## src/sv/ppgbr_pkg.sv

```systemverilog
// Shared types, register indexes and constants of the PPG beat and rate tracker.
package ppgbr_pkg;

  // Default values of the top-level parameters.
  localparam int DEF_RATE_DEPTH  = 8;
  localparam int DEF_SAMPLE_BITS = 18;

  // Configuration port geometry.
  localparam int CFG_IDX_W  = 3;
  localparam int CFG_DATA_W = 22;

  // Configuration register indexes.
  localparam logic [CFG_IDX_W-1:0] CFG_DC_COEF        = 3'd0;
  localparam logic [CFG_IDX_W-1:0] CFG_REFRACTORY_MS  = 3'd1;
  localparam logic [CFG_IDX_W-1:0] CFG_BEAT_THRESHOLD = 3'd2;
  localparam logic [CFG_IDX_W-1:0] CFG_AC_GAIN_SHIFT  = 3'd3;
  localparam logic [CFG_IDX_W-1:0] CFG_BPM_MIN        = 3'd4;
  localparam logic [CFG_IDX_W-1:0] CFG_BPM_MAX        = 3'd5;

  // Register values after reset.
  localparam logic [15:0] RST_DC_COEF        = 16'd64225;
  localparam logic [15:0] RST_REFRACTORY_MS  = 16'd700;
  localparam logic [21:0] RST_BEAT_THRESHOLD = 22'd60;
  localparam logic [1:0]  RST_AC_GAIN_SHIFT  = 2'd2;
  localparam logic [7:0]  RST_BPM_MIN        = 8'd20;
  localparam logic [7:0]  RST_BPM_MAX        = 8'd255;

  // Input item kinds.
  localparam logic KIND_TICK   = 1'b0;
  localparam logic KIND_SAMPLE = 1'b1;

  // Field and state widths.
  localparam int AC_W   = 22;
  localparam int AMP_W  = 22;
  localparam int BPM_W  = 16;
  localparam int MS_W   = 32;
  localparam int AC_MAX = 2097151;
  localparam int AC_MIN = -2097152;

  // Rate divider geometry; the rate numerator is 60000 ms times 256.
  localparam int DIV_NUM_W = 24;
  localparam int DIV_DEN_W = 32;
  localparam int DIV_CNT_W = $clog2(DIV_NUM_W + 1);
  localparam logic [DIV_NUM_W-1:0] RATE_NUM = 24'd15360000;

  // Commands from the controller to the datapath.
  typedef struct packed {
    logic tick;
    logic capture;
    logic mul;
    logic lvl;
    logic ac;
    logic peak;
    logic div_start;
    logic ring_upd;
    logic bpm_rate;
    logic bpm_avg;
    logic out_load;
  } ppgbr_cmd_t;

  // Status from the datapath to the controller.
  typedef struct packed {
    logic rate_go;
    logic div_busy;
    logic rate_in_range;
  } ppgbr_sts_t;

endpackage

```

## src/sv/ppgbr_top.sv

```systemverilog
// Top level of the PPG beat and rate tracker.
//
// Input items arrive on in_valid_i/in_ready_o with kind_i and ir_sample_i.
// A tick item (kind 0) advances the millisecond counter in the cycle it is
// accepted and gives no result. A sample item (kind 1) gives one result on
// out_valid_o/out_ready_i: beat_o, ac_value_o, amplitude_o and bpm_q8_o.
// A sample without a rate update passes the multiply, level, AC, peak and
// output states before out_valid_o rises. A beat with a nonzero interval
// waits for the rate from a 24-step restoring divider; an in-range rate also
// updates the averaging ring and takes the mean by a constant multiply.
// One sample is processed at a time; the next item is accepted as soon as the
// previous one has been moved to the result register.
// The result register holds while the receiver stalls; a finished sample waits
// in the controller until the register is free, and meanwhile no item is taken.
// Reset clears the counters, tracker state and rate ring and loads the
// register defaults. Configuration writes on cfg_we_i take effect at once.
module ppg_beat_and_rate_tracker_top import ppgbr_pkg::*; #(
  parameter int RATE_DEPTH  = DEF_RATE_DEPTH,
  parameter int SAMPLE_BITS = DEF_SAMPLE_BITS
) (
  input  logic                   clk_i,
  input  logic                   rst_ni,
  input  logic                   cfg_we_i,
  input  logic [CFG_IDX_W-1:0]   cfg_idx_i,
  input  logic [CFG_DATA_W-1:0]  cfg_data_i,
  input  logic                   in_valid_i,
  output logic                   in_ready_o,
  input  logic                   kind_i,
  input  logic [SAMPLE_BITS-1:0] ir_sample_i,
  output logic                   out_valid_o,
  input  logic                   out_ready_i,
  output logic                   beat_o,
  output logic signed [AC_W-1:0] ac_value_o,
  output logic [AMP_W-1:0]       amplitude_o,
  output logic [BPM_W-1:0]       bpm_q8_o
);

  ppgbr_cmd_t cmd;
  ppgbr_sts_t sts;

  ppgbr_ctrl u_ctrl (
    .clk_i       (clk_i),
    .rst_ni      (rst_ni),
    .in_valid_i  (in_valid_i),
    .kind_i      (kind_i),
    .in_ready_o  (in_ready_o),
    .out_valid_o (out_valid_o),
    .out_ready_i (out_ready_i),
    .sts_i       (sts),
    .cmd_o       (cmd)
  );

  ppgbr_dp #(
    .RATE_DEPTH  (RATE_DEPTH),
    .SAMPLE_BITS (SAMPLE_BITS)
  ) u_dp (
    .clk_i       (clk_i),
    .rst_ni      (rst_ni),
    .cfg_we_i    (cfg_we_i),
    .cfg_idx_i   (cfg_idx_i),
    .cfg_data_i  (cfg_data_i),
    .ir_sample_i (ir_sample_i),
    .cmd_i       (cmd),
    .sts_o       (sts),
    .beat_o      (beat_o),
    .ac_value_o  (ac_value_o),
    .amplitude_o (amplitude_o),
    .bpm_q8_o    (bpm_q8_o)
  );

  // An accepted sample occupies the block for at least the next cycle.
  assert property (@(posedge clk_i) disable iff (!rst_ni)
    in_valid_i && in_ready_o && (kind_i == KIND_SAMPLE) |=> !in_ready_o)
    else $error("sample item did not make the block busy");

  // Starting the divider always makes it busy in the next cycle.
  assert property (@(posedge clk_i) disable iff (!rst_ni)
    cmd.div_start |=> sts.div_busy)
    else $error("divider did not start");

  // The averaging ring only takes an in-range rate from an idle divider.
  assert property (@(posedge clk_i) disable iff (!rst_ni)
    cmd.ring_upd |-> sts.rate_in_range && !sts.div_busy)
    else $error("ring updated with an invalid rate");

  // A result load is followed by a valid result.
  assert property (@(posedge clk_i) disable iff (!rst_ni)
    cmd.out_load |=> out_valid_o)
    else $error("loaded result not presented");

endmodule

```

## src/sv/ppgbr_div.sv

```systemverilog
// Restoring divider for the beat rate, one quotient bit per cycle.
module ppgbr_div import ppgbr_pkg::*; (
  input  logic                 clk_i,
  input  logic                 rst_ni,
  input  logic                 start_i,
  input  logic [DIV_NUM_W-1:0] dividend_i,
  input  logic [DIV_DEN_W-1:0] divisor_i,
  output logic                 busy_o,
  output logic [DIV_NUM_W-1:0] quot_o
);

  logic [DIV_CNT_W-1:0] cnt_q;
  logic [DIV_NUM_W-1:0] num_q;
  logic [DIV_DEN_W-1:0] den_q;
  logic [DIV_DEN_W-1:0] rem_q;
  logic [DIV_DEN_W:0]   trial;
  logic                 fits;

  // Shift the next dividend bit into the partial remainder and try a subtract.
  assign trial = {rem_q, num_q[DIV_NUM_W-1]};
  assign fits  = trial >= {1'b0, den_q};

  // Step counter.
  always_ff @(posedge clk_i or negedge rst_ni) begin
    if (!rst_ni) begin
      cnt_q <= '0;
    end else if (start_i) begin
      cnt_q <= DIV_CNT_W'(DIV_NUM_W);
    end else if (cnt_q != '0) begin
      cnt_q <= cnt_q - 1'b1;
    end
  end

  // Operands; the quotient bits replace the dividend bits as they shift out.
  always_ff @(posedge clk_i) begin
    if (start_i) begin
      num_q <= dividend_i;
      den_q <= divisor_i;
      rem_q <= '0;
    end else if (cnt_q != '0) begin
      if (fits) begin
        rem_q <= DIV_DEN_W'(trial - {1'b0, den_q});
      end else begin
        rem_q <= trial[DIV_DEN_W-1:0];
      end
      num_q <= {num_q[DIV_NUM_W-2:0], fits};
    end
  end

  assign busy_o = cnt_q != '0;
  assign quot_o = num_q;

endmodule

```

## src/sv/ppgbr_dp.sv

```systemverilog
// Datapath: configuration, DC tracker, AC and peak logic, rate ring and result registers.
module ppgbr_dp import ppgbr_pkg::*; #(
  parameter int RATE_DEPTH  = DEF_RATE_DEPTH,
  parameter int SAMPLE_BITS = DEF_SAMPLE_BITS
) (
  input  logic                   clk_i,
  input  logic                   rst_ni,
  input  logic                   cfg_we_i,
  input  logic [CFG_IDX_W-1:0]   cfg_idx_i,
  input  logic [CFG_DATA_W-1:0]  cfg_data_i,
  input  logic [SAMPLE_BITS-1:0] ir_sample_i,
  input  ppgbr_cmd_t             cmd_i,
  output ppgbr_sts_t             sts_o,
  output logic                   beat_o,
  output logic signed [AC_W-1:0] ac_value_o,
  output logic [AMP_W-1:0]       amplitude_o,
  output logic [BPM_W-1:0]       bpm_q8_o
);

  localparam int LVL_W  = SAMPLE_BITS + 16;
  localparam int DIFF_W = LVL_W + 1;
  localparam int PROD_W = DIFF_W + 17;
  localparam int STEP_W = PROD_W - 16;
  localparam int T_W    = DIFF_W - 16;
  localparam int EXT_W  = (SAMPLE_BITS + 4 > AC_W + 1) ? SAMPLE_BITS + 4 : AC_W + 1;
  localparam int PTR_W  = $clog2(RATE_DEPTH);
  localparam int SUM_W  = BPM_W + $clog2(RATE_DEPTH);
  localparam logic signed [EXT_W-1:0] AC_MAX_E = EXT_W'(AC_MAX);
  localparam logic signed [EXT_W-1:0] AC_MIN_E = EXT_W'(AC_MIN);
  // Mean by reciprocal: ceil(2^AVG_S / depth) gives the exact floor for every ring sum.
  localparam int AVG_S   = SUM_W + PTR_W;
  localparam int AVG_P_W = 2 * SUM_W + 1;
  localparam logic [SUM_W:0] AVG_M =
    (SUM_W+1)'(((64'd1 << AVG_S) + 64'(RATE_DEPTH) - 64'd1) / 64'(RATE_DEPTH));

  // Configuration registers.
  logic [15:0] dc_coef_q;
  logic [15:0] refr_q;
  logic [21:0] thr_q;
  logic [1:0]  gain_q;
  logic [7:0]  bpm_min_q;
  logic [7:0]  bpm_max_q;

  // Tracker state.
  logic [MS_W-1:0]        ms_q;
  logic [LVL_W-1:0]       level_q;
  logic signed [AC_W-1:0] prev_q;
  logic signed [AC_W-1:0] prev2_q;
  logic [MS_W-1:0]        last_q;
  logic [AMP_W-1:0]       held_q;
  logic [BPM_W-1:0]       bpm_q;
  logic [PTR_W-1:0]       ptr_q;
  logic                   filled_q;
  logic [SUM_W-1:0]       sum_q;

  // Per-item working registers.
  logic [SAMPLE_BITS-1:0]   ir_q;
  logic signed [PROD_W-1:0] prod_q;
  logic signed [AC_W-1:0]   ac_q;
  logic [MS_W-1:0]          since_q;
  logic                     beat_q;
  logic [BPM_W-1:0]         ring_rd_q;
  logic [BPM_W-1:0]         ring_mem [RATE_DEPTH];

  // Result registers.
  logic                   out_beat_q;
  logic signed [AC_W-1:0] out_ac_q;
  logic [AMP_W-1:0]       out_amp_q;
  logic [BPM_W-1:0]       out_bpm_q;

  // Combinational values.
  logic signed [DIFF_W-1:0] diff;
  logic signed [PROD_W-1:0] prod_d;
  logic signed [STEP_W-1:0] step;
  logic signed [DIFF_W-1:0] adj;
  logic signed [T_W-1:0]    t;
  logic signed [EXT_W-1:0]  t_ext;
  logic signed [EXT_W-1:0]  sh;
  logic signed [AC_W-1:0]   ac_d;
  logic [MS_W-1:0]          since;
  logic                     peak;
  logic [AC_W:0]            amp_full;
  logic [AMP_W-1:0]         amp;
  logic                     beat_d;
  logic                     div_busy;
  logic [DIV_NUM_W-1:0]     quot;
  logic [BPM_W-1:0]         rate16;
  logic [BPM_W-1:0]         old_rate;
  logic [AVG_P_W-1:0]       avg_prod;
  logic [BPM_W-1:0]         avg;

  // Configuration writes.
  always_ff @(posedge clk_i or negedge rst_ni) begin
    if (!rst_ni) begin
      dc_coef_q <= RST_DC_COEF;
      refr_q    <= RST_REFRACTORY_MS;
      thr_q     <= RST_BEAT_THRESHOLD;
      gain_q    <= RST_AC_GAIN_SHIFT;
      bpm_min_q <= RST_BPM_MIN;
      bpm_max_q <= RST_BPM_MAX;
    end else if (cfg_we_i) begin
      unique case (cfg_idx_i)
        CFG_DC_COEF:        dc_coef_q <= cfg_data_i[15:0];
        CFG_REFRACTORY_MS:  refr_q    <= cfg_data_i[15:0];
        CFG_BEAT_THRESHOLD: thr_q     <= cfg_data_i[21:0];
        CFG_AC_GAIN_SHIFT:  gain_q    <= cfg_data_i[1:0];
        CFG_BPM_MIN:        bpm_min_q <= cfg_data_i[7:0];
        CFG_BPM_MAX:        bpm_max_q <= cfg_data_i[7:0];
        default: ;
      endcase
    end
  end

  // Sample minus level, used for the tracker update and again for the AC value.
  assign diff   = $signed({1'b0, ir_q, 16'b0}) - $signed({1'b0, level_q});
  assign prod_d = $signed({1'b0, dc_coef_q}) * diff;
  // Floor of the product over 65536.
  assign step   = prod_q[PROD_W-1:16];

  // Truncation toward zero: bias negative values before the arithmetic shift.
  assign adj   = diff + $signed({{(DIFF_W-16){1'b0}}, {16{diff[DIFF_W-1]}}});
  assign t     = adj[DIFF_W-1:16];
  assign t_ext = EXT_W'(t);
  assign sh    = t_ext <<< gain_q;

  // Saturate the scaled AC value to the output range.
  always_comb begin
    if (sh > AC_MAX_E) begin
      ac_d = AC_MAX_E[AC_W-1:0];
    end else if (sh < AC_MIN_E) begin
      ac_d = AC_MIN_E[AC_W-1:0];
    end else begin
      ac_d = sh[AC_W-1:0];
    end
  end

  // Peak test after the refractory time, and the beat threshold.
  assign since    = ms_q - last_q;
  assign peak     = (since >= MS_W'(refr_q)) && (prev_q > prev2_q) && (prev_q > ac_q);
  assign amp_full = {prev_q[AC_W-1], prev_q} - {ac_q[AC_W-1], ac_q};
  assign amp      = amp_full[AMP_W-1:0];
  assign beat_d   = peak && (amp > thr_q);

  // Rate divider: the fixed numerator over the beat interval.
  ppgbr_div u_div (
    .clk_i      (clk_i),
    .rst_ni     (rst_ni),
    .start_i    (cmd_i.div_start),
    .dividend_i (RATE_NUM),
    .divisor_i  (since_q),
    .busy_o     (div_busy),
    .quot_o     (quot)
  );

  // Rate saturates to the Q8.8 range.
  assign rate16   = (quot[DIV_NUM_W-1:BPM_W] != '0) ? '1 : quot[BPM_W-1:0];
  assign old_rate = filled_q ? ring_rd_q : '0;

  // Mean of the ring from the running sum.
  assign avg_prod = AVG_P_W'(sum_q) * AVG_P_W'(AVG_M);
  assign avg      = avg_prod[AVG_S +: BPM_W];

  assign sts_o.rate_go       = beat_d && (since != '0);
  assign sts_o.div_busy      = div_busy;
  assign sts_o.rate_in_range = (rate16 < {bpm_max_q, 8'h00}) && (rate16 > {bpm_min_q, 8'h00});

  // Tracker state updates.
  always_ff @(posedge clk_i or negedge rst_ni) begin
    if (!rst_ni) begin
      ms_q     <= '0;
      level_q  <= '0;
      prev_q   <= '0;
      prev2_q  <= '0;
      last_q   <= '0;
      held_q   <= '0;
      bpm_q    <= '0;
      ptr_q    <= '0;
      filled_q <= 1'b0;
      sum_q    <= '0;
    end else begin
      if (cmd_i.tick) begin
        ms_q <= ms_q + 1'b1;
      end
      if (cmd_i.lvl) begin
        level_q <= level_q + step[LVL_W-1:0];
      end
      if (cmd_i.peak) begin
        if (peak) begin
          held_q <= amp;
        end
        if (beat_d) begin
          last_q <= ms_q;
        end
        prev2_q <= prev_q;
        prev_q  <= ac_q;
      end
      if (cmd_i.ring_upd) begin
        sum_q <= sum_q - SUM_W'(old_rate) + SUM_W'(rate16);
        if (ptr_q == PTR_W'(RATE_DEPTH - 1)) begin
          ptr_q    <= '0;
          filled_q <= 1'b1;
        end else begin
          ptr_q <= ptr_q + 1'b1;
        end
      end
      if (cmd_i.bpm_rate) begin
        bpm_q <= rate16;
      end else if (cmd_i.bpm_avg) begin
        bpm_q <= avg;
      end
    end
  end

  // Working registers of the item in flight.
  always_ff @(posedge clk_i) begin
    if (cmd_i.capture) begin
      ir_q <= ir_sample_i;
    end
    if (cmd_i.mul) begin
      prod_q <= prod_d;
    end
    if (cmd_i.ac) begin
      ac_q <= ac_d;
    end
    if (cmd_i.peak) begin
      beat_q  <= beat_d;
      since_q <= since;
    end
  end

  // Rate ring memory with a registered read at the write pointer.
  always_ff @(posedge clk_i) begin
    if (cmd_i.ring_upd) begin
      ring_mem[ptr_q] <= rate16;
    end
    ring_rd_q <= ring_mem[ptr_q];
  end

  // Result registers hold while the receiver stalls.
  always_ff @(posedge clk_i) begin
    if (cmd_i.out_load) begin
      out_beat_q <= beat_q;
      out_ac_q   <= ac_q;
      out_amp_q  <= held_q;
      out_bpm_q  <= bpm_q;
    end
  end

  assign beat_o      = out_beat_q;
  assign ac_value_o  = out_ac_q;
  assign amplitude_o = out_amp_q;
  assign bpm_q8_o    = out_bpm_q;

endmodule

```

## src/sv/ppgbr_ctrl.sv

```systemverilog
// Controller: sequences one item through the datapath and owns the handshakes.
module ppgbr_ctrl import ppgbr_pkg::*; (
  input  logic       clk_i,
  input  logic       rst_ni,
  input  logic       in_valid_i,
  input  logic       kind_i,
  output logic       in_ready_o,
  output logic       out_valid_o,
  input  logic       out_ready_i,
  input  ppgbr_sts_t sts_i,
  output ppgbr_cmd_t cmd_o
);

  localparam logic [3:0] ST_IDLE       = 4'd0;
  localparam logic [3:0] ST_MUL        = 4'd1;
  localparam logic [3:0] ST_LVL        = 4'd2;
  localparam logic [3:0] ST_AC         = 4'd3;
  localparam logic [3:0] ST_PEAK       = 4'd4;
  localparam logic [3:0] ST_RATE_START = 4'd5;
  localparam logic [3:0] ST_RATE_WAIT  = 4'd6;
  localparam logic [3:0] ST_RING       = 4'd7;
  localparam logic [3:0] ST_AVG        = 4'd8;
  localparam logic [3:0] ST_OUT        = 4'd9;

  logic [3:0] state_q, state_d;
  logic       out_valid_q, out_valid_d;

  // Next state and commands.
  always_comb begin
    state_d = state_q;
    cmd_o   = '0;
    unique case (state_q)
      ST_IDLE: begin
        if (in_valid_i) begin
          if (kind_i == KIND_SAMPLE) begin
            cmd_o.capture = 1'b1;
            state_d       = ST_MUL;
          end else begin
            cmd_o.tick = 1'b1;
          end
        end
      end
      ST_MUL: begin
        cmd_o.mul = 1'b1;
        state_d   = ST_LVL;
      end
      ST_LVL: begin
        cmd_o.lvl = 1'b1;
        state_d   = ST_AC;
      end
      ST_AC: begin
        cmd_o.ac = 1'b1;
        state_d  = ST_PEAK;
      end
      ST_PEAK: begin
        cmd_o.peak = 1'b1;
        state_d    = sts_i.rate_go ? ST_RATE_START : ST_OUT;
      end
      ST_RATE_START: begin
        cmd_o.div_start = 1'b1;
        state_d         = ST_RATE_WAIT;
      end
      ST_RATE_WAIT: begin
        if (!sts_i.div_busy) begin
          if (sts_i.rate_in_range) begin
            state_d = ST_RING;
          end else begin
            cmd_o.bpm_rate = 1'b1;
            state_d        = ST_OUT;
          end
        end
      end
      ST_RING: begin
        cmd_o.ring_upd = 1'b1;
        state_d        = ST_AVG;
      end
      ST_AVG: begin
        cmd_o.bpm_avg = 1'b1;
        state_d       = ST_OUT;
      end
      ST_OUT: begin
        // Load the result register once it is free or being emptied.
        if (!out_valid_q || out_ready_i) begin
          cmd_o.out_load = 1'b1;
          state_d        = ST_IDLE;
        end
      end
      default: state_d = ST_IDLE;
    endcase
  end

  // Output valid: set on load, cleared when the receiver takes the item.
  always_comb begin
    if (cmd_o.out_load) begin
      out_valid_d = 1'b1;
    end else if (out_ready_i) begin
      out_valid_d = 1'b0;
    end else begin
      out_valid_d = out_valid_q;
    end
  end

  always_ff @(posedge clk_i or negedge rst_ni) begin
    if (!rst_ni) begin
      state_q     <= ST_IDLE;
      out_valid_q <= 1'b0;
    end else begin
      state_q     <= state_d;
      out_valid_q <= out_valid_d;
    end
  end

  assign in_ready_o  = state_q == ST_IDLE;
  assign out_valid_o = out_valid_q;

endmodule
```

## config.mk

```make
export PLATFORM = sky130hd
export DESIGN_NAME = ppg_beat_and_rate_tracker_top
export DESIGN_NICKNAME = d
export VERILOG_FILES = /design/src/sv/ppgbr_pkg.sv /design/src/sv/ppgbr_top.sv /design/src/sv/ppgbr_div.sv /design/src/sv/ppgbr_dp.sv /design/src/sv/ppgbr_ctrl.sv
export SDC_FILE = /design/constraint.sdc
export NUM_CORES = 2
export LEC_CHECK = 0
export BUFFER_PORTS_ARGS = -buffer_cell sky130_fd_sc_hd__buf_2
export CORE_UTILIZATION = 55
export DETAILED_ROUTE_END_ITERATION = 12
export PLACE_DENSITY = 0.82
export RECOVER_POWER = 100
export SYNTH_ARGS = -nofsm -noshare
export SYNTH_HDL_FRONTEND = slang
export SYNTH_SLANG_ARGS = --single-unit
```

## constraint.sdc

```tcl
create_clock -name clk_i -period 8.61 [get_ports clk_i]
set_input_delay 1.722 -clock clk_i [delete_from_list [all_inputs] [get_ports clk_i]]
set_output_delay 1.722 -clock clk_i [all_outputs]
set_load 0.05 [all_outputs]
```

==> impl_results.md <==
* # rows at 114
* Hold Startpoint: u_dp.since_q[15]$_DFFE_PN_
* I/O pin total at 112
* TritonCTS Buffers at 73
* Post-synth top area share at 19.7%
* #FFs+latches synth at 685
* Status: finished, violations left
* Synth Cell Area at 53900 sq um
* Clock Latency Late Sink at approximately 660 ps
* Mapped Nets at 6295
* Initial DRT Pass Iterations at 10
* Post-route DRC at 12
* Worst reg2reg path endpoint: u_dp.prod_q[49]$_DFFE_PP_
* Final setup fails at 0
* Die height at 315 um
* GRT Resource Usage Total at between 20% and 30%
* Combinational family with the most area after synthesis: adder cells
* CTS tree: yes
* Most frequent cells after synthesis: inv_1, nand2_1, fa_1
* Placed wire-length estimate at 97200 um
* Post-Synth XOR/XNOR Area at 4.05%
* Reg clk slew, reported paths at about 60 ps
* Layout cell share with drive strength beyond 1 at 7.96%
* Via count at ~39k
* Chip width at 315 um
* Minimum clock period at between 8000 and 9000 ps
* Number of max-cap violations at 22
* Synth area leader: fa_1
* Slew Limit Fails at 1045
* CP Launch Type: flip-flop
* Post-Synth Simple-Gate Area at 13.0%
* Die area at 99300 sq um
* CP Class: reg2reg
* Global-route wire length before repair at around 210000 um
* Avg Vias per Cell at just under 6
* Headroom to the max-slew limit at -329%
* H-tree levels at 3
* Initial cell density of the core at 55.6%
* Post-Syn Instances at 5348
* Async set-reset flop share out of synthesis at 41.6%
* Number of global-route vias before repair at 40.7k
* CTS max path bufs at 3
* Number of DRC markers in iteration 0 at 3589
* RD Place Congestion at roughly 0.95
* Hold crit path type: reg2reg
* CORE AREA at between 90000 and 100000 sq um
* Crit path DAT at 8760 ps
* CP required at 8970 ps
* DP Cell Count at 6634
* Skew final at 47.8 ps
* Failing checks: DRC, capacitance limit, slew limit
* Initial antenna violation count at 7
* WHS Path Cells at 0
* Ys Warns at 0
* Post-Synth Adder-Cell Area at between 20% and 30%
* Post-Syn Area per Cell at roughly 10 sq um
* IO buf count at 111
* Achievable frequency at 0.119 GHz
* Wire length per cell at approximately 19 um
* RR Startpoint: u_dp.level_q[1]$_DFFE_PN0P_
* GR Overflow Total at 0
* Hold Fails Final Rpt at 0
* Largest net degree at the start of global routing at 175
* Hold Path Sink: u_dp.u_div.den_q[15]$_DFFE_PP_
* Slew at the pin closest to its max-slew limit at 6440 ps
* Clock tree root driver cell: clkbuf_16
* Multiplexer area fraction after synthesis at 2.36%
* Dpl ws at -31.8 ps
* Synth unique cells at 101
* Compound-cell area share of the yosys netlist at 10.4%
* Nets at 6390
* Layout Cells excl Fill at 6783
* P&R area growth vs syn at 9.16%
* Register area share after synthesis at 34.2%
* EDFF count, synth at 328
* Reg2Reg Setup Slack at 220 ps
* Slowest cell on crit path: fa_1
* PnR worst setup slack at between 200 and 250 ps
* CP Capture Type: flip-flop
* Clk sinks at around 700
* CP max stage delay at around 570 ps
* Critical Path Fanout Max at 22
* Total Routed Length at 131000 um
* Routed Antenna Nets at 0
* Filler instances at around 7.5k
* Area contributors post-synth: fa_1, edfxtp_1, dfrtp_1
* Unrepaired setup endpoints after global routing: true
* Worst path most repeated cell: fa_1
* Synth Flop Type: edfxtp_1
* Tcrit/Tclk final at 97.5%
* Worst reg2reg path depth at 34
* Dominant cell by count in the synthesized netlist: inv_1
* Hold slack at 414 ps
[metal layers]
layer	global-route usage (%)	wire length (um)	vias up
li1	-	-	17800
met1	35.3	51900	19300
met2	44.3	62300	1699
met3	6.66	12400	322
met4	10.7	4890	6
met5	0.629	45	-
[registers in the layout, indices dropped and copies added (netlist names), 24 cells and up]
signal             cells
u_dp.u_div.quot_o     24
u_dp.ring_mem        128
u_dp.prod_q           34
u_dp.ms_q             32
u_dp.last_q           32
u_dp.level_q          34
u_dp.since_q          32
u_dp.u_div.rem_q      32
u_dp.u_div.den_q      32
[how the worst max path moves through the flow]
| stage | startpoint | endpoint | slack, ps |
|---|---|---|---|
| floorplan | u_dp.level_q[0]$_DFFE_PN0P_ | u_dp.prod_q[49]$_DFFE_PP_ | 20 |
| global placement | u_dp.level_q[1]$_DFFE_PN0P_ | u_dp.prod_q[49]$_DFFE_PP_ | 70 |
| detailed placement | u_dp.level_q[1]$_DFFE_PN0P_ | u_dp.prod_q[49]$_DFFE_PP_ | -30 |
| CTS | u_dp.level_q[1]$_DFFE_PN0P_ | u_dp.prod_q[49]$_DFFE_PP_ | 4 |
| global route | u_dp.level_q[1]$_DFFE_PN0P_ | u_dp.prod_q[49]$_DFFE_PP_ | -90 |
| finish | u_dp.level_q[1]$_DFFE_PN0P_ | u_dp.prod_q[49]$_DFFE_PP_ | 220 |
[cell usage in the layout, fill, tap and decap left out, drive strengths merged, types with 55 or more instances in the layout]
cell	instances
buf	148
a21o	85
xnor2	172
nor2	158
a21oi	187
a22oi	66
nand4	56
dfxtp	72
edfxtp	328
mux2	89
inv	870
xor2	76
o21ai	248
nand2	672
clkbuf	180
and2	227
fa	531
dfrtp	254
ha	367
nor2b	55
[area by class of cell]
class	count	area, sq um	area share, %
tap	1276	1600	2.71
multi-input combinational	3581	31600	53.6
antenna	4	10.0	0.0170
sequential	685	18500	31.3
inverter	866	3250	5.52
clock inverter	43	504	0.856
timing repair buffer	236	1440	2.44
clock buffer	92	2040	3.47
[worst max-delay path: cells and delay by family, from the launching register on]
kind / cells / cell delay [ps]
buffers and inverters: 7 / 610
DFF: 1 / 400
and+or+nand+nor: 5 / 1310
AOI/OAI and AO/OA: 12 / 2060
adders and majority gates: 8 / 3420
xor gates and xnor gates: 2 / 290
[per-stage QoR]
step | util (%) | setup TNS [ps] | cell area (sq um)
2_1_floorplan | - | 0 | 54000
3_5_place_dp | 58.1 | -31.8 | 56400
6_report | 60.7 | 0 | 58900
3_3_place_gp | 58.1 | 0 | 56400
4_1_cts | 60.8 | 0 | 58900
5_1_grt | 60.7 | -105 | 58900
[kinds of logic after synthesis]
kind of cell	Yosys count
simple gates	1448
fa+ha+maj	902
flops	685
xor+xnor	248
buf+inv	1082
mux	116
compound gates	867
[timing repair]
action	in CTS	in global routing
buffers inserted	2	8
endpoints found under the setup margin	2	14
gates resized for setup	2	28
hold buffers	0	0
pin swaps	2	10
Power is left out: the tool's default activity adds up to more than one toggle a clock period on the data nets, which glitch-free logic cannot reach.
